<file path="src/rtl/core/ball_pair_elastic_collision_unit_assert.svh">
// ---------------------------------------------------------------------------
// Assertion macros
// Concurrent check macros used by the collision unit RTL.
// ---------------------------------------------------------------------------
`ifndef BALL_PAIR_ELASTIC_COLLISION_UNIT_ASSERT_SVH
`define BALL_PAIR_ELASTIC_COLLISION_UNIT_ASSERT_SVH

`ifndef NO_ASSERTIONS
`define BPEC_ASSERT_NOW(label, clk, rst, ante, cons, msg) \
  label: assert property (@(posedge clk) disable iff (rst) (ante) |-> (cons)) else $error(msg);
`define BPEC_ASSERT_NEXT(label, clk, rst, ante, cons, msg) \
  label: assert property (@(posedge clk) disable iff (rst) (ante) |=> (cons)) else $error(msg);
`else
`define BPEC_ASSERT_NOW(label, clk, rst, ante, cons, msg)
`define BPEC_ASSERT_NEXT(label, clk, rst, ante, cons, msg)
`endif

`endif

</file>
<file path="src/rtl/core/bpec_div_pipe.sv">
// ---------------------------------------------------------------------------
// bpec_div_pipe
// Pipelined restoring divider, one quotient bit per stage.
// ---------------------------------------------------------------------------
module bpec_div_pipe #(
  parameter int DEN_W = 34,
  parameter int QUO_W = 18
) (
  input  logic                   clk,
  input  logic                   en,
  input  logic [DEN_W+QUO_W-1:0] num,
  input  logic [DEN_W-1:0]       den,
  output logic [QUO_W-1:0]       quo
);

  localparam int NUM_W = DEN_W + QUO_W;

  logic [DEN_W-1:0] rem_q [QUO_W];
  logic [QUO_W-1:0] lo_q  [QUO_W];
  logic [QUO_W-1:0] quo_q [QUO_W];
  logic [DEN_W-1:0] den_q [QUO_W];

  logic [DEN_W-1:0] rem_in [QUO_W];
  logic [QUO_W-1:0] lo_in  [QUO_W];
  logic [QUO_W-1:0] quo_in [QUO_W];
  logic [DEN_W-1:0] den_in [QUO_W];
  logic [DEN_W:0]   cur    [QUO_W];
  logic [DEN_W:0]   diff   [QUO_W];
  logic             ge     [QUO_W];
  logic [DEN_W-1:0] rem_next [QUO_W];
  logic [QUO_W-1:0] lo_next  [QUO_W];
  logic [QUO_W-1:0] quo_next [QUO_W];

  always_comb begin
    rem_in[0] = num[NUM_W-1:QUO_W];
    lo_in[0]  = num[QUO_W-1:0];
    quo_in[0] = '0;
    den_in[0] = den;
    for (int i = 1; i < QUO_W; i++) begin
      rem_in[i] = rem_q[i-1];
      lo_in[i]  = lo_q[i-1];
      quo_in[i] = quo_q[i-1];
      den_in[i] = den_q[i-1];
    end
    for (int i = 0; i < QUO_W; i++) begin
      cur[i]      = {rem_in[i], lo_in[i][QUO_W-1]};
      diff[i]     = cur[i] - {1'b0, den_in[i]};
      ge[i]       = cur[i] >= {1'b0, den_in[i]};
      rem_next[i] = ge[i] ? diff[i][DEN_W-1:0] : cur[i][DEN_W-1:0];
      lo_next[i]  = {lo_in[i][QUO_W-2:0], 1'b0};
      quo_next[i] = {quo_in[i][QUO_W-2:0], ge[i]};
    end
  end

  always_ff @(posedge clk) begin
    if (en) begin
      for (int i = 0; i < QUO_W; i++) begin
        rem_q[i] <= rem_next[i];
        lo_q[i]  <= lo_next[i];
        quo_q[i] <= quo_next[i];
        den_q[i] <= den_in[i];
      end
    end
  end

  assign quo = quo_q[QUO_W-1];

endmodule

</file>
<file path="config.mk">
export PLATFORM = sky130hd
export DESIGN_NAME = bpec_div_pipe
export DESIGN_NICKNAME = d
export VERILOG_FILES = /design/src/rtl/core/ball_pair_elastic_collision_unit_assert.svh /design/src/rtl/core/bpec_div_pipe.sv
export SDC_FILE = /design/constraint.sdc
export NUM_CORES = 2
export LEC_CHECK = 0
export BUFFER_PORTS_ARGS = -buffer_cell sky130_fd_sc_hd__buf_2
export CAP_MARGIN = 20
export CELL_PAD_IN_SITES_DETAIL_PLACEMENT = 0
export CELL_PAD_IN_SITES_GLOBAL_PLACEMENT = 1
export CORE_MARGIN = 2
export CORE_UTILIZATION = 30
export DETAILED_ROUTE_END_ITERATION = 6
export PLACE_DENSITY_LB_ADDON = 0.1
export RECOVER_POWER = 25
export SYNTH_ARGS = -nofsm -noshare
export SYNTH_HDL_FRONTEND = slang
export SYNTH_SLANG_ARGS = --single-unit
</file>
<file path="constraint.sdc">
create_clock -name clk -period 4.85 [get_ports clk]
set_input_delay 0.7275 -clock clk [delete_from_list [all_inputs] [get_ports clk]]
set_output_delay 0.7275 -clock clk [all_outputs]
set_load 0.1 [all_outputs]
</file>
Yosys cells after proc, flatten, opt, wreduce, memory -nomap -nowiden
Memories as Yosys holds them, arrays and structs flattened.
Cells that the tools add are included.
{"block": "word_totals", "ff_bits": 0, "latch_bits": 0, "ramBits": 1854, "romBits": 0, "word_cells": 60, "mem_count": 4}
{"block": "classes", "addsub": 18, "multipliers": 0, "n_div": 0, "n_lt_le_gt_ge": 18, "n_eq_ne": 0, "n_shift": 0, "muxes": 20, "n_bitwise": 0, "n_reduce_logical": 0}
{"name": "den_q", "depth": 18, "width": 34, "read_ports": 17, "rd_ports_with_merged_regs": 0, "wr": 18, "line_no": "bpec_div_pipe.sv:21", "source": "logic [DEN_W-1:0] den_q [QUO_W];"}
{"name": "rem_q", "depth": 18, "width": 34, "read_ports": 17, "rd_ports_with_merged_regs": 0, "wr": 18, "line_no": "bpec_div_pipe.sv:18", "source": "logic [DEN_W-1:0] rem_q [QUO_W];"}
{"name": "quo_q", "depth": 18, "width": 18, "read_ports": 18, "rd_ports_with_merged_regs": 0, "wr": 18, "line_no": "bpec_div_pipe.sv:20", "source": "logic [QUO_W-1:0] quo_q [QUO_W];"}
{"name": "lo_q", "depth": 18, "width": 17, "read_ports": 17, "rd_ports_with_merged_regs": 0, "wr": 18, "line_no": "bpec_div_pipe.sv:19", "source": "logic [QUO_W-1:0] lo_q [QUO_W];"}
{"operator": "$ge A35 B34 Y1", "count": 18}
{"operator": "$mux W34", "count": 18}
{"operator": "$sub A34 B34 Y34", "count": 18}
{"operator": "$mux W1", "count": 2}

Longest topological paths before layout
An unclocked memory read counts as a cell.
{"block": "depth", "word_depth": 3, "depth_mapped": 16}

Worst setup path after synthesis
No wires, ideal clock.
{"block": "synth_timing", "kind": "input-to-reg", "from": "in num[17]", "to": "mem rem_q[0][32] (data pin)", "setup_ps": 260, "t_arrival_ps": 3468, "required_ps": 4590, "path_slack_ps": 1123, "stages": 14, "n_path_buf": 0, "cell_sequence": "inv_1 > ha_1 > inv_1 > fa_1 > a211oi_1 > nor2_1 > a2111oi_0 > o31ai_1 > a31oi_1 > nand2_1 > a31oi_1 > o21ai_0 > xor2_1 > mux2_2"}
{"item": "start: declaration", "line_no": "bpec_div_pipe.sv:11", "source": "input logic [DEN_W+QUO_W-1:0] num,"}
{"item": "end: declaration", "line_no": "bpec_div_pipe.sv:18"}

==> impl_metrics.py <==
metrics = {
    "clock_network": {
        "clockRootBuffer": "clkbuf_16",
        "clock_latency_ns": 0.86,
        "numCtsBuffers": 190,
        "cts_tree": "built",
        "htreeDepth": 4,
        "ctsResizeCount": 0,
        "clock_tree.buffer_depth": 4,
        "path_clk_slew_ns": 0.06,
        "clock_sinks": 1480,
    },
    "global_route": {
        "grt_max_degree": 137,
        "grt_pass1_wl_um": 358000,
        "grt_pass1_vias": 58800,
        "track_usage_pct": 16.8,
        "gr-total-overflow": 0,
        "antenna_found_initial": 4,
    },
    "die": {
        "num_rows": 193,
        "die_w_um": 530,
        "ios": 106,
        "die_h_um": 530,
        "die_area_um2": 281000,
        "start_util_pct": 30.1,
        "core_um2": 276000,
    },
    "placed_design": {
        "dp_cells": 11200,
        "gp_congestion": 0.868,
        "port_buffers": 105,
        "hpwl_um": 191000,
    },
    "synth": {
        "yosys-top-cells-area": "edfxtp_1 (53%), ha_1 (9.2%), a21oi_1 (4.2%)",
        "syn_nets": 8131,
        "ys_ff_latch": 1480,
        "synth_edf_count": 1480,
        "yosys.area.top_type": "edfxtp_1",
        "ys_types": 91,
        "synthFlopType": "edfxtp_1",
        "syn_area_um2": 83100,
        "syn_avg_cell_area_um2": 11.2,
        "synth_top_area_share_pct": 53.5,
        "netlist_instances": 7414,
        "async_flop_share_pct": 0,
        "yosysWarnings": 0,
        "ys_seq_area_share_pct": 53.5,
    },
    "route": {
        "viasPerCell": 4.82,
        "drc": 0,
        "antenna_left": 0,
        "wl_per_cell_um": 20.8,
        "drtPass1Iterations": 5,
        "wirelength_um": 241000,
        "vias": 55800,
        "drt_iter0_markers": 2465,
    },
    "sta": {
        "fmax_mhz": 226,
        "timing_hold_violations_final": 0,
        "worst_slew_pin_slew_ns": 2.46,
        "fin_crit_sh_pct": 91.3,
        "finClkSkew_ns": 0.0679,
        "tns_ns": 0,
        "post-route-min-period_ns": 4.43,
        "setup_viol": 0,
        "finalMaxSlewViolations": 53,
        "rsz0062_at_grt": "no",
        "slew_headroom_pct": -64.0,
    },
    "worst_setup_path": {
        "path_max_fanout": 42,
        "crit_path_end_kind": "flop",
        "crit_required_ns": 5.40,
        "cp.arrival_ns": 4.98,
        "critPathKind": "reg -> reg",
        "critical-path-max-stage-delay_ns": 0.77,
        "path_cells": "ha_1 > o211ai_1 > a21oi_1 > o2111ai_1 > o311ai_0 > a31oi_1 > o21ai_0 > nand2_1 > o21ai_4 > buf_12 > mux2_2",
        "critPathSlowestCell": "o311ai_0",
        "setup.worst_path.start_class": "flop",
    },
    "power": {
        "combPwrFrac_pct": 46.8,
        "cellLeakagePower_nw": 38.3,
        "p_switching_w": 0.0252,
        "p_int_w": 0.0393,
        "vdd_drop_max_uv": 317,
        "p_clk_share_pct": 20.9,
        "pwr_density_cell_nw_per_um2": 677,
        "pwr-share-seq_pct": 32.3,
        "swShare_pct": 39.0,
    },
    "finish": {
        "final_cells": 11600,
        "multiInputGateArea_um2": 35100,
        "final_nets": 8430,
        "n_fill_cell": 27500,
        "ff_latch_area_um2": 44400,
        "drive_gt1_share_pct": 9.46,
        "syn2layout_area_growth_pct": 14.6,
    },
    "status": {
        "outcome": "complete, but fails checks",
        "violations": "capacitance limit, slew limit",
    },
    "worst_hold_path": {
        "hold_path.class": "in -> reg",
    },
    "job": {
        "max_cap_violations": 1,
    },
}
-- stage by stage --
stage | total power (W) | utilization [%] | setup WS, ns | hold slack [ns] | cell area (µm²)
2_1_floorplan | 0.0411 | - | 1.12 | 0.400 | 83100
3_3_place_gp | 0.0517 | 32.4 | 0.228 | 0.401 | 89300
3_5_place_dp | 0.0515 | 32.4 | 0.440 | 0.405 | 89300
4_1_cts | 0.0655 | 34.5 | 0.369 | 0.000241 | 95300
5_1_grt | 0.0691 | 34.5 | 0.282 | 0.0581 | 95300
6_report | 0.0645 | 34.5 | 0.421 | 0.110 | 95300
-- worst max-delay path: cells and delay by family (launching register included) --
family | cells | cell delay [ns]
mux | 1 | 0.37
flops | 1 | 0.40
buf+inv | 1 | 0.22
simple gates | 1 | 0.17
compound gates | 7 | 2.54
fa+ha+maj | 1 | 0.39
-- routing by layer --
layer	vias to the layer above	share of wire, %	track usage (%)
li1	27800	-	-
met2	835	58	35.0
met1	26600	34	15.3
met4	0	5.9	9.31
met3	478	2.6	2.09
met5	-	0	0
-- layout by cell type (no fill, tap or decap), types with 70 or more instances in the layout --
master | netlist | layout
nor2b_1 | 76 | 76
o21bai_1 | 92 | 92
buf_4 | 3 | 133
o21ai_0 | 451 | 450
nand3_1 | 109 | 109
xor2_1 | 196 | 196
a21o_1 | 316 | 314
clkbuf_1 | 122 | 76
edfxtp_1 | 1480 | 1480
inv_1 | 785 | 785
xnor2_1 | 304 | 304
nand4_1 | 102 | 102
ha_1 | 612 | 612
mux2_2 | 196 | 196
a21oi_1 | 691 | 690
buf_2 | 41 | 70
nor2_1 | 448 | 447
nor3_1 | 72 | 71
clkbuf_16 | 0 | 191
nand2_1 | 485 | 485
nand2b_1 | 70 | 70
-- flip-flops by register name, indices dropped and copies added, names as in the netlist --
name	count
den_q	578
rem_q	578
quo_q	171
lo_q	153
-- power by group through the flow --
stage,Combinational [W],Clock (W),Sequential [W]
2_1_floorplan,0.0210,0,0.0201
3_3_place_gp,0.0305,0,0.0212
3_5_place_dp,0.0303,0,0.0212
4_1_cts,0.0306,0.0140,0.0209
5_1_grt,0.0334,0.0145,0.0212
6_report,0.0302,0.0135,0.0208
-- final timing paths --
path                            slack [ns]  cells after the start                      to                   from
worst max-delay path                  0.42                     11  rem_q[2][10]$_DFFE_PP_  rem_q[1][3]$_DFFE_PP_
worst min-delay path                  0.11                      1   lo_q[0][13]$_DFFE_PP_                num[13]
worst max register to register        0.42                     11  rem_q[2][10]$_DFFE_PP_  rem_q[1][3]$_DFFE_PP_
worst min register to register        0.40                      0   lo_q[7][14]$_DFFE_PP_  lo_q[6][13]$_DFFE_PP_
-- what timing repair did --
action / 4_1_cts / 5_1_grt
endpoints found under the hold margin: 17 / 0
setup endpoints to repair: 0 / 0
setup buffers: 0 / 0
hold buffers: 17 / 0
-- synthesized netlist by cell type (15+ instances only) --
master and instances:
o21a_1 69, nand3_1 109, ha_1 612, nor2b_1 76, a21boi_0 23, or2_2 21, xnor2_1 304, nor3_1 72
o31a_1 15, nand4_1 102, nor2_1 448, and2_1 35, mux2_2 196, a21oi_1 691, nand2_1 485, o21bai_1 92
o31ai_1 29, or3_1 29, nor4_1 25, a31oi_1 70, o211ai_1 27, edfxtp_1 1480, inv_1 785, a221oi_1 21
and3_1 59, a211o_1 20, xor2_1 196, and4_1 15, buf_2 41, o21ai_0 451, a21o_1 316, fa_1 17
nand2b_1 70, a2111oi_0 15, a211oi_1 49, clkbuf_1 122
-- final cells by class --
cell class | instances | share of cell area [%]
Antenna cell | 11 | 0.0289
Clock buffer | 233 | 5.18
Clock inverter | 107 | 0.929
Inverter | 786 | 3.10
Multi-Input combinational cell | 4970 | 36.9
Sequential cell | 1480 | 46.6
Tap cell | 3705 | 4.87
Timing Repair Buffer | 285 | 2.36
-- cell families after synthesis --
family	after synthesis	synth area share [%]
buf+inv	964	4.45
simple gates	1592	9.07
xor+xnor	500	5.27
flops	1480	53.5
compound gates	2038	15.3
fa+ha+maj	629	9.62
mux	211	2.84
(Power assumes the default switching activity.)
