<file path="src/rtl/core/ball_pair_elastic_collision_unit_assert.svh">
// ---------------------------------------------------------------------------
// Assertion macros
// Concurrent check macros used by the collision unit RTL.
// ---------------------------------------------------------------------------
`ifndef BALL_PAIR_ELASTIC_COLLISION_UNIT_ASSERT_SVH
`define BALL_PAIR_ELASTIC_COLLISION_UNIT_ASSERT_SVH

`ifndef NO_ASSERTIONS
`define BPEC_ASSERT_NOW(label, clk, rst, ante, cons, msg) \
  label: assert property (@(posedge clk) disable iff (rst) (ante) |-> (cons)) else $error(msg);
`define BPEC_ASSERT_NEXT(label, clk, rst, ante, cons, msg) \
  label: assert property (@(posedge clk) disable iff (rst) (ante) |=> (cons)) else $error(msg);
`else
`define BPEC_ASSERT_NOW(label, clk, rst, ante, cons, msg)
`define BPEC_ASSERT_NEXT(label, clk, rst, ante, cons, msg)
`endif

`endif

</file>
<file path="src/rtl/core/bpec_pkg.sv">
// ---------------------------------------------------------------------------
// bpec_pkg
// Widths and item layouts of the ball pair collision unit.
// ---------------------------------------------------------------------------
package bpec_pkg;

  localparam int POS_W       = 21;
  localparam int VEL_W       = 16;
  localparam int RADIUS_W    = 16;
  localparam int SPD_W       = 17;
  localparam int SQ_RAD_W    = 34;
  localparam int SQ_ROOT_W   = SQ_RAD_W / 2;
  localparam int IN_TDATA_W  = 184;
  localparam int OUT_TDATA_W = 168;

  typedef struct packed {
    logic [RADIUS_W-1:0] b_radius;
    logic [VEL_W-1:0]    b_vel_y;
    logic [VEL_W-1:0]    b_vel_x;
    logic [POS_W-1:0]    b_pos_y;
    logic [POS_W-1:0]    b_pos_x;
    logic [RADIUS_W-1:0] a_radius;
    logic [VEL_W-1:0]    a_vel_y;
    logic [VEL_W-1:0]    a_vel_x;
    logic [POS_W-1:0]    a_pos_y;
    logic [POS_W-1:0]    a_pos_x;
  } in_item_t;

  typedef struct packed {
    logic [SPD_W-1:0] rel_speed;
    logic [VEL_W-1:0] new_b_vel_y;
    logic [VEL_W-1:0] new_b_vel_x;
    logic [POS_W-1:0] new_b_pos_y;
    logic [POS_W-1:0] new_b_pos_x;
    logic [VEL_W-1:0] new_a_vel_y;
    logic [VEL_W-1:0] new_a_vel_x;
    logic [POS_W-1:0] new_a_pos_y;
    logic [POS_W-1:0] new_a_pos_x;
  } res_t;

endpackage

</file>
<file path="src/rtl/core/bpec_isqrt_pipe.sv">
// ---------------------------------------------------------------------------
// bpec_isqrt_pipe
// Pipelined integer square root, one root bit per stage.
// ---------------------------------------------------------------------------
module bpec_isqrt_pipe (
  input  logic                          clk,
  input  logic                          en,
  input  logic [bpec_pkg::SQ_RAD_W-1:0] rad,
  output logic [bpec_pkg::SQ_ROOT_W-1:0] root
);

  import bpec_pkg::*;

  logic [SQ_ROOT_W+1:0] rem_q [SQ_ROOT_W];
  logic [SQ_ROOT_W-1:0] rt_q  [SQ_ROOT_W];
  logic [SQ_RAD_W-1:0]  rd_q  [SQ_ROOT_W];

  logic [SQ_ROOT_W+1:0] rem_in   [SQ_ROOT_W];
  logic [SQ_ROOT_W-1:0] rt_in    [SQ_ROOT_W];
  logic [SQ_RAD_W-1:0]  rd_in    [SQ_ROOT_W];
  logic [SQ_ROOT_W+1:0] cur      [SQ_ROOT_W];
  logic [SQ_ROOT_W+1:0] trial    [SQ_ROOT_W];
  logic                 ge       [SQ_ROOT_W];
  logic [SQ_ROOT_W+1:0] rem_next [SQ_ROOT_W];
  logic [SQ_ROOT_W-1:0] rt_next  [SQ_ROOT_W];
  logic [SQ_RAD_W-1:0]  rd_next  [SQ_ROOT_W];

  always_comb begin
    rem_in[0] = '0;
    rt_in[0]  = '0;
    rd_in[0]  = rad;
    for (int i = 1; i < SQ_ROOT_W; i++) begin
      rem_in[i] = rem_q[i-1];
      rt_in[i]  = rt_q[i-1];
      rd_in[i]  = rd_q[i-1];
    end
    for (int i = 0; i < SQ_ROOT_W; i++) begin
      cur[i]      = {rem_in[i][SQ_ROOT_W-1:0], rd_in[i][SQ_RAD_W-1 -: 2]};
      trial[i]    = {rt_in[i], 2'b01};
      ge[i]       = cur[i] >= trial[i];
      rem_next[i] = ge[i] ? cur[i] - trial[i] : cur[i];
      rt_next[i]  = {rt_in[i][SQ_ROOT_W-2:0], ge[i]};
      rd_next[i]  = {rd_in[i][SQ_RAD_W-3:0], 2'b00};
    end
  end

  always_ff @(posedge clk) begin
    if (en) begin
      for (int i = 0; i < SQ_ROOT_W; i++) begin
        rem_q[i] <= rem_next[i];
        rt_q[i]  <= rt_next[i];
        rd_q[i]  <= rd_next[i];
      end
    end
  end

  assign root = rt_q[SQ_ROOT_W-1];

endmodule

</file>
<file path="config.mk">
export PLATFORM = sky130hd
export DESIGN_NAME = bpec_isqrt_pipe
export DESIGN_NICKNAME = d
export VERILOG_FILES = /design/src/rtl/core/ball_pair_elastic_collision_unit_assert.svh /design/src/rtl/core/bpec_pkg.sv /design/src/rtl/core/bpec_isqrt_pipe.sv
export SDC_FILE = /design/constraint.sdc
export NUM_CORES = 1
export LEC_CHECK = 0
export ABC_AREA = 1
export CORE_UTILIZATION = 45
export CTS_CLUSTER_DIAMETER = 40
export DETAILED_ROUTE_END_ITERATION = 16
export DONT_BUFFER_PORTS = 1
export GPL_TIMING_DRIVEN = 0
export SYNTH_ARGS = -nofsm -noshare
export SYNTH_HDL_FRONTEND = slang
export SYNTH_SLANG_ARGS = --single-unit
</file>
<file path="constraint.sdc">
create_clock -name clk -period 2.55 [get_ports clk]
set_input_delay 0.1275 -clock clk [delete_from_list [all_inputs] [get_ports clk]]
set_output_delay 0.1275 -clock clk [all_outputs]
set_load 0.1 [all_outputs]
</file>
== Yosys cells after proc, flatten, opt, wreduce, memory -nomap -nowiden ==
Memory sizes are Yosys's and may differ from the RTL's.
Index checks and enable logic that the tools add are counted.
Operators by class
  order comparisons: 17
  mux-type cells: 19
  add/subtract/negate cells: 17
Operators with widths (number)
  $mux 19: 17
  $ge 19x19->1: 16
  $sub 19x19->19: 16
  $sub 2x1->3 const B: 1
  $ge 2x1->1 const B: 1
  $mux 1: 2
Word-level totals
  register bits after elaboration: 0
  output and inout port bits: 17
  memories: 3
  memory bits (writable): 1156
  logic and storage cells: 56
  input bits: 36
Memories
  rd_q: depth 17, bits a word 32, rd ports 16, clocked after memory_dff 0, write ports 17, line bpec_isqrt_pipe.sv:16  | logic [SQ_RAD_W-1:0] rd_q [SQ_ROOT_W];
  rem_q: depth 17, bits a word 19, rd ports 16, clocked after memory_dff 0, write ports 17, line bpec_isqrt_pipe.sv:14  | logic [SQ_ROOT_W+1:0] rem_q [SQ_ROOT_W];
  rt_q: depth 17, bits a word 17, rd ports 17, clocked after memory_dff 0, write ports 17, line bpec_isqrt_pipe.sv:15  | logic [SQ_ROOT_W-1:0] rt_q [SQ_ROOT_W];

== Longest topological paths before layout ==
An unclocked memory read counts as a cell.
  word-level depth: 3
  gate-level depth with buffers: 14
  depth with buffers taken out: 14

== Worst setup path after synthesis ==
OpenSTA, ideal clock, no wires.
  path kind: register -> register
  from: memory rem_q[0][198] (netlist name)
  to: memory rem_q[0][217] (netlist name) (data pin)
  setup slack: 0.665 ns
  cell stages (with the launch flop): 11
  arrival time: 1.631 ns
  period minus slack after synthesis: 1.885 ns
  setup time: 0.254 ns
  data required time: 2.296 ns
  path buffers: 1
  cell sequence: edfxtp_1 -> ha_1 -> nand2_2 -> inv_1 -> nand2_1 -> nand2_2 -> a21oi_2 -> nand4_4 -> buf_6 -> nand2_1 -> nand2_1
RTL lines (line)
  from (decl): bpec_isqrt_pipe.sv:14

==> results.json <==
{
  "run_status": "finished with violations",
  "failing_checks": "hold timing, slew limit",
  "ys_types": 46,
  "grt_max_degree": 680,
  "first_iter_violations": 1499,
  "layout_worst_path_cycle_share_pct": 91.22,
  "num_vias": 24130,
  "worstSetupStartpointType": "flop",
  "synth_ff_type": "sky130_fd_sc_hd__edfxtp_1",
  "crit_fanout": 10,
  "grt_util_met3_pct": 2.629,
  "crit_arrival_ns": 2.75,
  "finalCriticalPeriod_ns": 2.326,
  "row_count": 102,
  "cp-end-kind": "flop",
  "setup-tns-final_ns": 0,
  "die_h_um": 283.5,
  "synth-seq-area-share_pct": 57.20,
  "slew_viol_final": 321,
  "fin_hold_ws_ns": -0.1235,
  "rsz0062_at_grt": "no",
  "critPathSlowestCell": "sky130_fd_sc_hd__edfxtp_1",
  "syn_inst": 3784,
  "cts.sink_count": 679,
  "synth_edf_count": 679,
  "drc": 0,
  "synth.ff_latch_count": 679,
  "min_delay_path_depth": 0,
  "type_of_the_tightest_min_delay_check": "in2reg",
  "yosysTopAreaCell": "sky130_fd_sc_hd__edfxtp_1",
  "ports": 53,
  "power.density_cell_area_nw_per_um2": 849.8,
  "clock_latency_ns": 0.67,
  "first_global_vias": 23252,
  "wl_per_cell_um": 14.19,
  "setup_viol": 0,
  "cts.repair_timing.setup_buffer_count": 0,
  "die_w_um": 283.5,
  "worst_slack_ns": 0.2239,
  "dp_hpwl_um": 52080,
  "dpl.cell_count": 4824,
  "crit_path_cell_trace": "ha_1 > inv_1 > nor2_1 > nand2_1 > a21oi_1 > nor2_4 > buf_2 > nand3_1 > nand2_1",
  "max-clock-path-buffers": 3,
  "crit_path_frequent_cell": "sky130_fd_sc_hd__nand2_1",
  "clock_skew_ns": 0.05294,
  "final_cell_mix": "1228 x sky130_fd_sc_hd__nand2_1, 679 x sky130_fd_sc_hd__edfxtp_1, 674 x sky130_fd_sc_hd__inv_1",
  "hold_violations": 11,
  "slowest_delay_ns": 0.41,
  "instance_area_after_placement_um2": 36950,
  "dieArea_um2": 80340,
  "netlist_area_before_placement_um2": 35650,
  "crit_type": "reg2reg",
  "synth_top_area_share_pct": 57.20,
  "layout.cell_area.non_filler_um2": 41010,
  "rrSetupSlack_ns": 0.22,
  "cts_buffers": 102,
  "cts.reportedPaths.clkPinSlew_ns": 0.06,
  "groute.layer.met1.usage_pct": 23.73,
  "totalWireLength_um": 71710,
  "pre_cts_slack_ns": 0.2252,
  "library_cell_used_as_clock_root_buffer": "sky130_fd_sc_hd__clkbuf_16",
  "yosys_warnings": 0,
  "detailedRoute.firstPassIterationCount": 5,
  "grt.total_usage_pct": 17.98,
  "cts_max_level": 3,
  "vdd_ir_drop_max_mv": 0.5870,
  "layout.cells.most_common": "sky130_fd_sc_hd__nand2_1",
  "detail-route-antenna-nets": 0,
  "power.leakage_nw": 18.82,
  "global_route.peak_usage_layer": "met2",
  "port_buffers": 0,
  "tightest_slew_ns": 1.895,
  "finish.net_count": 4132,
  "grt_remaining_overflow": 0,
  "max_slew_margin_pct": -26.32,
  "max_cap_violations": 0,
  "tritoncts_clock_tree": "done",
  "antennaDiodeCount": 0,
  "place.gp.congestion": 0.9030,
  "grt_util_met2_pct": 30.46,
  "final-instance-count-excl-fill": 5055,
  "antenna_violations_before_repair": 0,
  "core_region_area_um2": 77980,
  "synthesis.nets": 3990,
  "initial_utilization_pct": 45.71,
  "layout-drive-gt1-share_pct": 8.518,
  "worstPathRequired_ns": 2.98,
  "highest_attainable_clock_frequency_ghz": 0.4299,
  "synth.avg_cell_area_um2": 9.420,
  "detail_route.vias_per_cell": 4.773,
  "grt_pass1_wl_um": 116900,
  "ff2ff_path_depth": 9,
  "syn_to_final_growth_pct": 15.06,
  "yosys-top-cells-area": "sky130_fd_sc_hd__edfxtp_1 57%, sky130_fd_sc_hd__nand2_1 13%, sky130_fd_sc_hd__inv_1 7.1%, sky130_fd_sc_hd__ha_1 6.0%, sky130_fd_sc_hd__nand3_1 2.8%",
  "synth-async-reset-ratio_pct": 0
}
-- metrics by stage --
step                total power (W)  hold WS (ns)  util, %
floorplan                   0.01902        0.2264        -
global placement            0.02048        0.2264    47.38
detailed placement          0.02054        0.2264    47.38
CTS                         0.03519       -0.4112    52.51
global route                0.03670       -0.2523    52.60
finish                      0.03485       -0.1235    52.60
-- routing by layer --
metal  routed length (um)  share of wire [%]
met4                 1788                2.5
met1                32650                 46
met5                    0                  0
met2                34550                 48
met3                 2721                3.8
-- where the power goes --
| group | switching, W | internal, W | leakage (nW) |
|---|---|---|---|
| combinational | 0.00373 | 0.00209 | 10.6 |
| clock | 0.00538 | 0.00905 | 1.71 |
| sequential | 0.000787 | 0.0138 | 6.53 |
| total | 0.00990 | 0.0250 | 18.8 |
-- worst paths after layout --
check	startpoint	end
min reg2reg	rd_q[0][23]	rd_q[0][57]
max	rem_q[0][280]	rem_q[0][294]
min	en	rd_q[0][46]
max reg2reg	rem_q[0][280]	rem_q[0][294]
-- flip-flops by register name (all words and copies together), names as in the netlist --
| signal | flops |
|---|---|
| rd_q | 272 |
| rem_q | 254 |
| rt_q | 153 |
-- synth_stat cells (8+ instances only) --
cell type                  count
sky130_fd_sc_hd__nand3_1     200
sky130_fd_sc_hd__nor3_1       40
sky130_fd_sc_hd__edfxtp_1    679
sky130_fd_sc_hd__a21oi_2       8
sky130_fd_sc_hd__or2_2        13
sky130_fd_sc_hd__buf_6        12
sky130_fd_sc_hd__ha_1        170
sky130_fd_sc_hd__inv_1       674
sky130_fd_sc_hd__buf_2        16
sky130_fd_sc_hd__xor2_1       63
sky130_fd_sc_hd__nor2_2       16
sky130_fd_sc_hd__a21oi_1     120
sky130_fd_sc_hd__nor2_4       10
sky130_fd_sc_hd__nand4_1      97
sky130_fd_sc_hd__inv_2        13
sky130_fd_sc_hd__nand3_2       9
sky130_fd_sc_hd__nand3b_1     21
sky130_fd_sc_hd__nand2_2      33
sky130_fd_sc_hd__xnor2_1      28
sky130_fd_sc_hd__o21bai_1      8
sky130_fd_sc_hd__nor2_1      201
sky130_fd_sc_hd__o21ai_1      16
sky130_fd_sc_hd__o21ai_0      57
sky130_fd_sc_hd__nand2_1    1228
-- worst max-delay path, delay by kind of cell (launching register included) --
family,cells,cell delay (ns)
AO/OA/AOI/OAI,1,0.30
adder cells (fa/ha/maj),1,0.34
buffers and inverters,2,0.28
flip-flops,1,0.41
AND/OR/NAND/NOR,5,0.75
-- timing repair --
item,4_1_cts,5_1_grt
hold endpoints to repair,714,64
endpoints found under the setup margin,0,0
gates resized for setup,0,0
hold buffers,35,3
-- final cells by class --
class | instances | area [um^2]
Fill cell | 7033 | 36960
Sequential cell | 679 | 20390
Multi-Input combinational cell | 2379 | 12370
Clock buffer | 110 | 2582
Inverter | 687 | 2579
Tap cell | 1040 | 1301
Clock inverter | 83 | 1069
Timing Repair Buffer | 38 | 415.4
Buffer | 39 | 310.3
-- logic make-up after synthesis --
family,Yosys count,synth area share [%]
AO/OA/AOI/OAI,221,3.342
XOR/XNOR,91,2.236
adder cells (fa/ha/maj),170,5.967
buffers and inverters,726,8.105
flip-flops,679,57.20
other,1,0.01052
AND/OR/NAND/NOR,1896,23.14
(Power assumes the default switching activity.)
