File: src/rtl/core/ball_pair_elastic_collision_unit_assert.svh
// ---------------------------------------------------------------------------
// Assertion macros
// Concurrent check macros used by the collision unit RTL.
// ---------------------------------------------------------------------------
`ifndef BALL_PAIR_ELASTIC_COLLISION_UNIT_ASSERT_SVH
`define BALL_PAIR_ELASTIC_COLLISION_UNIT_ASSERT_SVH

`ifndef NO_ASSERTIONS
`define BPEC_ASSERT_NOW(label, clk, rst, ante, cons, msg) \
  label: assert property (@(posedge clk) disable iff (rst) (ante) |-> (cons)) else $error(msg);
`define BPEC_ASSERT_NEXT(label, clk, rst, ante, cons, msg) \
  label: assert property (@(posedge clk) disable iff (rst) (ante) |=> (cons)) else $error(msg);
`else
`define BPEC_ASSERT_NOW(label, clk, rst, ante, cons, msg)
`define BPEC_ASSERT_NEXT(label, clk, rst, ante, cons, msg)
`endif

`endif

File: src/rtl/core/bpec_delay.sv
// ---------------------------------------------------------------------------
// bpec_delay
// Enabled shift line that carries side data alongside the pipeline.
// ---------------------------------------------------------------------------
module bpec_delay #(
  parameter int WIDTH = 8,
  parameter int DEPTH = 4
) (
  input  logic             clk,
  input  logic             en,
  input  logic [WIDTH-1:0] d,
  output logic [WIDTH-1:0] q
);

  logic [WIDTH-1:0] sr [DEPTH];

  always_ff @(posedge clk) begin
    if (en) begin
      sr[0] <= d;
      for (int i = 1; i < DEPTH; i++) begin
        sr[i] <= sr[i-1];
      end
    end
  end

  assign q = sr[DEPTH-1];

endmodule

File: config.mk
export PLATFORM = sky130hd
export DESIGN_NAME = bpec_delay
export DESIGN_NICKNAME = d
export VERILOG_FILES = /design/src/rtl/core/ball_pair_elastic_collision_unit_assert.svh /design/src/rtl/core/bpec_delay.sv
export SDC_FILE = /design/constraint.sdc
export NUM_CORES = 1
export LEC_CHECK = 0
export BUFFER_PORTS_ARGS = -buffer_cell sky130_fd_sc_hd__buf_2
export CAP_MARGIN = 20
export CORE_MARGIN = 5
export CORE_UTILIZATION = 51
export DETAILED_ROUTE_END_ITERATION = 10
export PLACE_DENSITY = 0.74
export SLEW_MARGIN = 0
export SYNTH_ARGS = -nofsm -noshare
export SYNTH_HDL_FRONTEND = slang
export SYNTH_SLANG_ARGS = --single-unit
File: constraint.sdc
create_clock -name clk -period 0.8 [get_ports clk]
set_input_delay 0 -clock clk [delete_from_list [all_inputs] [get_ports clk]]
set_output_delay 0 -clock clk [all_outputs]
set_load 0.02 [all_outputs]
After elaboration in Yosys (flattened, before gate mapping)
Memory sizes are Yosys's and may differ from the RTL's.
Index checks and enable logic that the tools add are counted.
Widths: inputs -> output; s select.
- bits in registers: 0
- memories kept: 1
- output and inout bits: 8
- input bits: 10
- memory bits (writable): 32
- logic and storage cells: 3
- multiplexer cells: 2
- memories (name ; depth ; width ; rd ports ; clocked after memory_dff ; write ports ; line ; RTL):
    sr ; 4 ; 8 ; 4 ; 0 ; 4 ; bpec_delay.sv:15 ; logic [WIDTH-1:0] sr [DEPTH];
- operators by type and width (kind ; number):
    $mux 1 ; 2

Depth between registers and ports, before layout
Gate-level depths: netlist of the first run.
- depth after elaboration: 2
- depth in mapped cells: 0
- depth with buffers taken out: 0

Least setup slack after synthesis of the first run
Ideal clock, no wire load.
- path type: register to register
- from: memory sr[0][0]
- to: memory sr[1][0] (data pin)
- period minus slack after synthesis: 589 ps
- slack: 211 ps
- library setup time: 266 ps
- stages on the path, launching flop included: 1
- arrival: 323 ps
- data required time: 534 ps
- buffers on the path: 0
- path through: edfxtp_1
- RTL lines (item ; line):
    start: declaration ; bpec_delay.sv:15

==> qor.csv, run 1 <==
stage;metric;value;unit
clock_network;clock-pin transition on the worst setup and hold timing paths;90;ps
setup_path;slowest CP cell;edfxtp_1;
run;MaxCap Viol Count;0;
routing;DRC errors left;0;
pwr;power density over the cells;2350;nW/um^2
sta;Final Hold Vio Count;0;
pwr;sequential power share;0.675;
cells_and_area;area delta synth->final;31.2;%
routing;detailed-route via count;401;
synthesis;Mapped Nets;42;
cells_and_area;max reg flops;32;
floorplan;DIE HEIGHT;53.4;um
floorplan;Top Ports;18;
cells_and_area;multi-input gates;0;
setup_path;Slowest Stage Delay on Critical Path;370;ps
synthesis;yosys warns;0;
sta;Hold Slack;82.9;ps
synthesis;top cell type's share of synthesized area;1.00;
setup_path;crit path cell chain;buf_2;
routing;Wirelength per Cell;11.8;um
synthesis;area leader, netlist;edfxtp_1;
sta;Slew @ Worst Pin;108;ps
global_route;GR Util All Layers;0.109;
synthesis;Post-Synthesis Cells;32;
synthesis;Yosys reg bits;32;
floorplan;core area;1760;sq um
global_route;initial antenna violation count;0;
clock_network;Post-CTS Setup Repair Bufs;0;
place;Placer Congestion;0.583;
synthesis;Netlist Area Pre-Place;961;sq um
clock_network;htree depth;2;
floorplan;Die Area;2850;sq um
pwr;Tot Pwr;0.00296;W
setup_path;CP Buf/Inv Count;1;
setup_path;largest fanout on the critical path;1;
sta;Max Clock Skew;4.78;ps
clock_network;clock sinks;32;
floorplan;Die X-Extent;53.4;um
setup_path;CP Class;flop to output port;
clock_network;clock network latency to the later pin of the worst-skew pair;320;ps
run_status;status;complete, but fails checks;
place;Buffers on Ports;17;
setup_path;required time of the critical path;800;ps
floorplan;initial core utilization;0.545;
global_route;vias in the first global route;450;
routing;drt via density;4.36;
sta;Setup violations, final;8;
pwr;Switch Pwr;0.000586;W
synthesis;Seq/Total Area, Yosys;1.00;
sta;Final min period;854;ps
routing;Pre-Repair DR Iteration Count;4;
sta;worst rel slew slack;0.928;
clock_network;CTS tree;done;
pwr;maximum vdd ir drop;1.69;mV
cells_and_area;Final nets;76;
floorplan;row count;15;
run_status;violated checks;setup timing;
global_route;first-pass GRT wire length;1860;um
sta;fmax;1170;MHz
worst_hold_path;Hold Crit Class;primary input to flop;
pwr;cell-internal power;0.00237;W
global_route;largest net degree at the start of global routing;21;
routing;Post-DRT Antenna Nets;0;
clock_network;root buf cell;clkbuf_4;
synthesis;syn_area_per_cell;30.0;sq um
pwr;Clk pwr share;0.271;
sta;Slew Limit Fails;0;
sta;final worst slack;-54.2;ps
clock_network;TritonCTS Buffers;5;
cells_and_area;Multi-input gate area;0;sq um
cells_and_area;share of cells above drive strength 1;0.388;
sta;RSZ-0062 raised after global routing;yes;
synthesis;main area contributors after synthesis;edfxtp_1 (100%);
routing;Routed WL;1090;um
global_route;gr ovfl total;0;
cells_and_area;register with the most flip-flops;sr;
synthesis;count of cell types in the netlist;1;
setup_path;worst path arrival time;850;ps
clock_network;CTS max path bufs;2;
pwr;Leak;0.469;nW
routing;starting DRC count in detailed routing;10;
pwr;Comb power frac;0.054;
setup_path;Top Family by Delay on Critical Path;flip-flops;
cells_and_area;FILL cells;117;
setup_path;startpoint types;flop;
cells_and_area;biggest regs;sr (32);
sta;fin crit share;1.07;
pwr;Sw Ratio;0.198;
setup_path;crit end category;output port;
cells_and_area;n_diodes;0;
## path summary, 6_finish.rpt
kind                                    startpoint                 end  slack [ps]  cells after the start
worst max-delay path            sr[3][1]$_DFFE_PP_                q[1]         -50                      1
worst min-delay path                            en  sr[0][0]$_DFFE_PP_          80                      2
worst max register to register  sr[0][2]$_DFFE_PP_  sr[1][2]$_DFFE_PP_         150                      0
worst min register to register  sr[0][6]$_DFFE_PP_  sr[1][6]$_DFFE_PP_         420                      0
## synthesized netlist by cell type (all sizes together)
cell type,n
edfxtp,32
## cell type report
type	count	area [sq um]	area share
timing repair buffer	27	218	0.173
clock buffer	5	37.5	0.0298
sequential	32	961	0.762
clock inverter	3	13.8	0.0109
tap	25	31.3	0.0248
## through the flow
stage	setup WS [ps]	area, sq um	TNS (ps)	cells	utilization
floorplan	211	961	0	32	-
CTS	-86.3	1250	-467	92	0.708
finish	-54.2	1260	-296	92	0.715
global route	-111	1260	-682	92	0.715
global placement	198	1120	0	76	0.633
detailed placement	178	1120	0	76	0.633
## logic make-up after synthesis
group	Yosys count	synth area share
flops	32	1.00
## power by group through the flow
stage / clock network (W) / logic (W) / registers [W]
after floorplan: 0 / 0 / 0.00206
after global placement: 0 / 0.000121 / 0.00203
after detailed placement: 0 / 0.000125 / 0.00204
after CTS: 0.000839 / 0.000154 / 0.00200
after global routing: 0.000931 / 0.000174 / 0.00201
final: 0.000803 / 0.000160 / 0.00200
## layer usage
layer | up-vias | global-route usage | wire (um)
met5 | - | 0 | 0
met2 | 24 | 0.157 | 473
met4 | 0 | 0.140 | 62
met1 | 170 | 0.103 | 430
li1 | 200 | - | -
met3 | 7 | 0.0423 | 122
## layout by cell type (no fill, tap or decap)
| master | instances |
|---|---|
| buf_12 | 2 |
| edfxtp_1 | 32 |
| clkinv_1 | 1 |
| buf_6 | 2 |
| clkinv_2 | 2 |
| dlygate4sd3_1 | 8 |
| buf_2 | 15 |
| clkbuf_4 | 5 |
## what timing repair did
item / CTS / global route
endpoints found under the setup margin: 8 / 8
hold buffers: 8 / 0
hold endpoints to repair: 8 / 0
gates cloned: 0 / 0
resized for setup: 0 / 4
Note: power is estimated with default switching activity, not from simulation.
==> run 2, diff against run 1 <==
--- a/config.mk
+++ b/config.mk
@@ -5,7 +5,7 @@
 export SDC_FILE = /design/constraint.sdc
 export NUM_CORES = 1
 export LEC_CHECK = 0
-export BUFFER_PORTS_ARGS = -buffer_cell sky130_fd_sc_hd__buf_2
+export BUFFER_PORTS_ARGS = -buffer_cell sky130_fd_sc_hd__buf_4
 export CAP_MARGIN = 20
 export CORE_MARGIN = 5
 export CORE_UTILIZATION = 51
==> run 2 against run 1 <==
Against the previous run:
- the flow still finishes with violations (setup timing)
- core utilization is 1.1 points higher
- clock skew up 3.0 ps
- die area unchanged
- sequential power about the same
- final cell count shrank 2.2%
- power is 0.28% higher
- wire length fell by 2.1%
- largest cell class unchanged
- highest routed layer is now met3
==> qor.csv, run 2 (synthesis results as in run 1) <==
stage;metric;value;unit;change
run_status;status;complete, but fails checks;;
run_status;violated checks;setup timing;;
sta;Max Clock Skew;7.82;ps;+3.04 ps
pwr;Leak;0.471;nW;+0.37%
routing;DRC errors left;0;;unchanged
cells_and_area;biggest regs;sr (32);;
setup_path;CP Buf/Inv Count;1;;unchanged
global_route;vias in the first global route;402;;-11%
sta;Setup violations, final;8;;unchanged
clock_network;clock network latency to the later pin of the worst-skew pair;310;ps;about the same
setup_path;required time of the critical path;800;ps;about the same
place;Buffers on Ports;17;;unchanged
clock_network;clock sinks;32;;unchanged
global_route;gr ovfl total;0;;unchanged
clock_network;CTS max path bufs;2;;unchanged
place;Post-DP Area;1120;sq um;+0.22%
routing;Wirelength per Cell;11.8;um;about the same
routing;detailed-route via count;405;;+1.0%
run;MaxCap Viol Count;0;;unchanged
routing;Pre-Repair DR Iteration Count;3;;-1
cells_and_area;area delta synth->final;33.3;%;
worst_hold_path;Hold Crit Class;primary input to flop;;
floorplan;Die X-Extent;53.4;um;unchanged
floorplan;row count;15;;unchanged
setup_path;crit path cell chain;buf_6;;
sta;worst rel slew slack;0.756;;-0.172
floorplan;initial core utilization;0.545;;unchanged
setup_path;crit end category;output port;;
clock_network;clock-pin transition on the worst setup and hold timing paths;90;ps;about the same
global_route;GR Util All Layers;0.0960;;-0.0127
floorplan;DIE HEIGHT;53.4;um;unchanged
clock_network;htree depth;2;;unchanged
cells_and_area;most common cell after layout, fill and taps aside;edfxtp_1;;
sta;RSZ-0062 raised after global routing;yes;;
routing;starting DRC count in detailed routing;6;;-4
cells_and_area;Multi-input gate area;0;sq um;unchanged
routing;Routed WL;1070;um;-2.1%
place;Placer Congestion;0.572;;-1.9%
sta;fin crit share;1.05;;-0.0197
sta;fmax;1190;MHz;+1.9%
routing;drt via density;4.50;;+3.2%
routing;Met1 Wirelength;394;um;-8.4%
sta;final worst slack;-38.4;ps;+15.7 ps
routing;Post-DRT Antenna Nets;0;;unchanged
routing;met3 WL;115;um;-5.7%
setup_path;worst path arrival time;840;ps;about the same
sta;Slew @ Worst Pin;367;ps;+259 ps
cells_and_area;Final Cell Area;1280;sq um;+1.6%
cells_and_area;multi-input gates;0;;unchanged
cells_and_area;n_diodes;0;;unchanged
sta;Final Hold Vio Count;0;;unchanged
sta;Hold Slack;121;ps;+38.3 ps
setup_path;Slowest Stage Delay on Critical Path;390;ps;+20 ps
cells_and_area;Final nets;74;;-2.6%
setup_path;startpoint types;flop;;
cells_and_area;register with the most flip-flops;sr;;
clock_network;root buf cell;clkbuf_4;;
floorplan;Top Ports;18;;unchanged
sta;Slew Limit Fails;0;;unchanged
floorplan;Die Area;2850;sq um;unchanged
routing;top layer in use;met3;;
cells_and_area;share of cells above drive strength 1;0.369;;-0.0188
setup_path;Top Family by Delay on Critical Path;flip-flops;;
place;Setup WS pre-CTS;108;ps;-70.2 ps
clock_network;Post-CTS Setup Repair Bufs;0;;unchanged
routing;met2 WL;556;um;+18%
setup_path;largest fanout on the critical path;1;;unchanged
setup_path;slowest CP cell;edfxtp_1;;
global_route;largest net degree at the start of global routing;33;;+57%
sta;Final min period;838;ps;-15.7 ps
cells_and_area;commonest non-fill, non-tap cells in the layout;edfxtp_1 (32), buf_4 (9), dlygate4sd3_1 (8), buf_6 (8), clkbuf_4 (5);;
pwr;power density over the cells;2320;nW/um^2;-1.3%
clock_network;CTS tree;done;;
global_route;initial antenna violation count;0;;unchanged
setup_path;CP Class;flop to output port;;
floorplan;core area;1760;sq um;unchanged
cells_and_area;max reg flops;32;;unchanged
global_route;first-pass GRT wire length;1690;um;-9.3%
clock_network;TritonCTS Buffers;5;;unchanged
cells_and_area;Finished Core Util;0.726;;+0.0113
pwr;maximum vdd ir drop;1.87;mV;+11%
-- run 2: cell type report --
type | instances | area, sq um
clock buffers | 5 | 37.5
clock inverters | 3 | 13.8
fillers | 110 | 483
flip-flops and latches | 32 | 961
well taps | 25 | 31.3
repair buffers | 25 | 238
-- run 2: per-stage QoR --
step	total power (W)	TNS [ps]	instances
2_1_floorplan	0.00206	0	32
3_3_place_gp	0.00215	0	74
3_5_place_dp	0.00216	0	74
4_1_cts	0.00300	-460	90
5_1_grt	0.00312	-683	90
6_report	0.00297	-259	90
-- run 2: path summary, 6_finish.rpt --
path / start / to / slack [ps] / cells after the start
worst max-delay path: sr[3][2]$_DFFE_PP_ / q[2] / -40 / 1
worst min-delay path: en / sr[0][0]$_DFFE_PP_ / 120 / 1
worst max register to register: sr[1][0]$_DFFE_PP_ / sr[2][0]$_DFFE_PP_ / 160 / 0
worst min register to register: sr[1][2]$_DFFE_PP_ / sr[2][2]$_DFFE_PP_ / 430 / 0
-- run 2: timing repair --
action,CTS,global route
resized for setup,6,2
hold endpoints to repair,8,0
hold buffers,8,0
endpoints found under the setup margin,8,8
pin swaps,0,0
-- run 2: per-layer routing --
layer,GRT usage,vias up
li1,-,194
met1,0.0725,190
met2,0.169,21
met3,0.0704,0
met4,0.0511,0
met5,0,-
-- run 2: report_power, final --
part,internal [W],switching [W]
Clock,0.000322,0.000477
Sequential,0.00197,0.0000299
Combinational,0.0000932,0.0000746
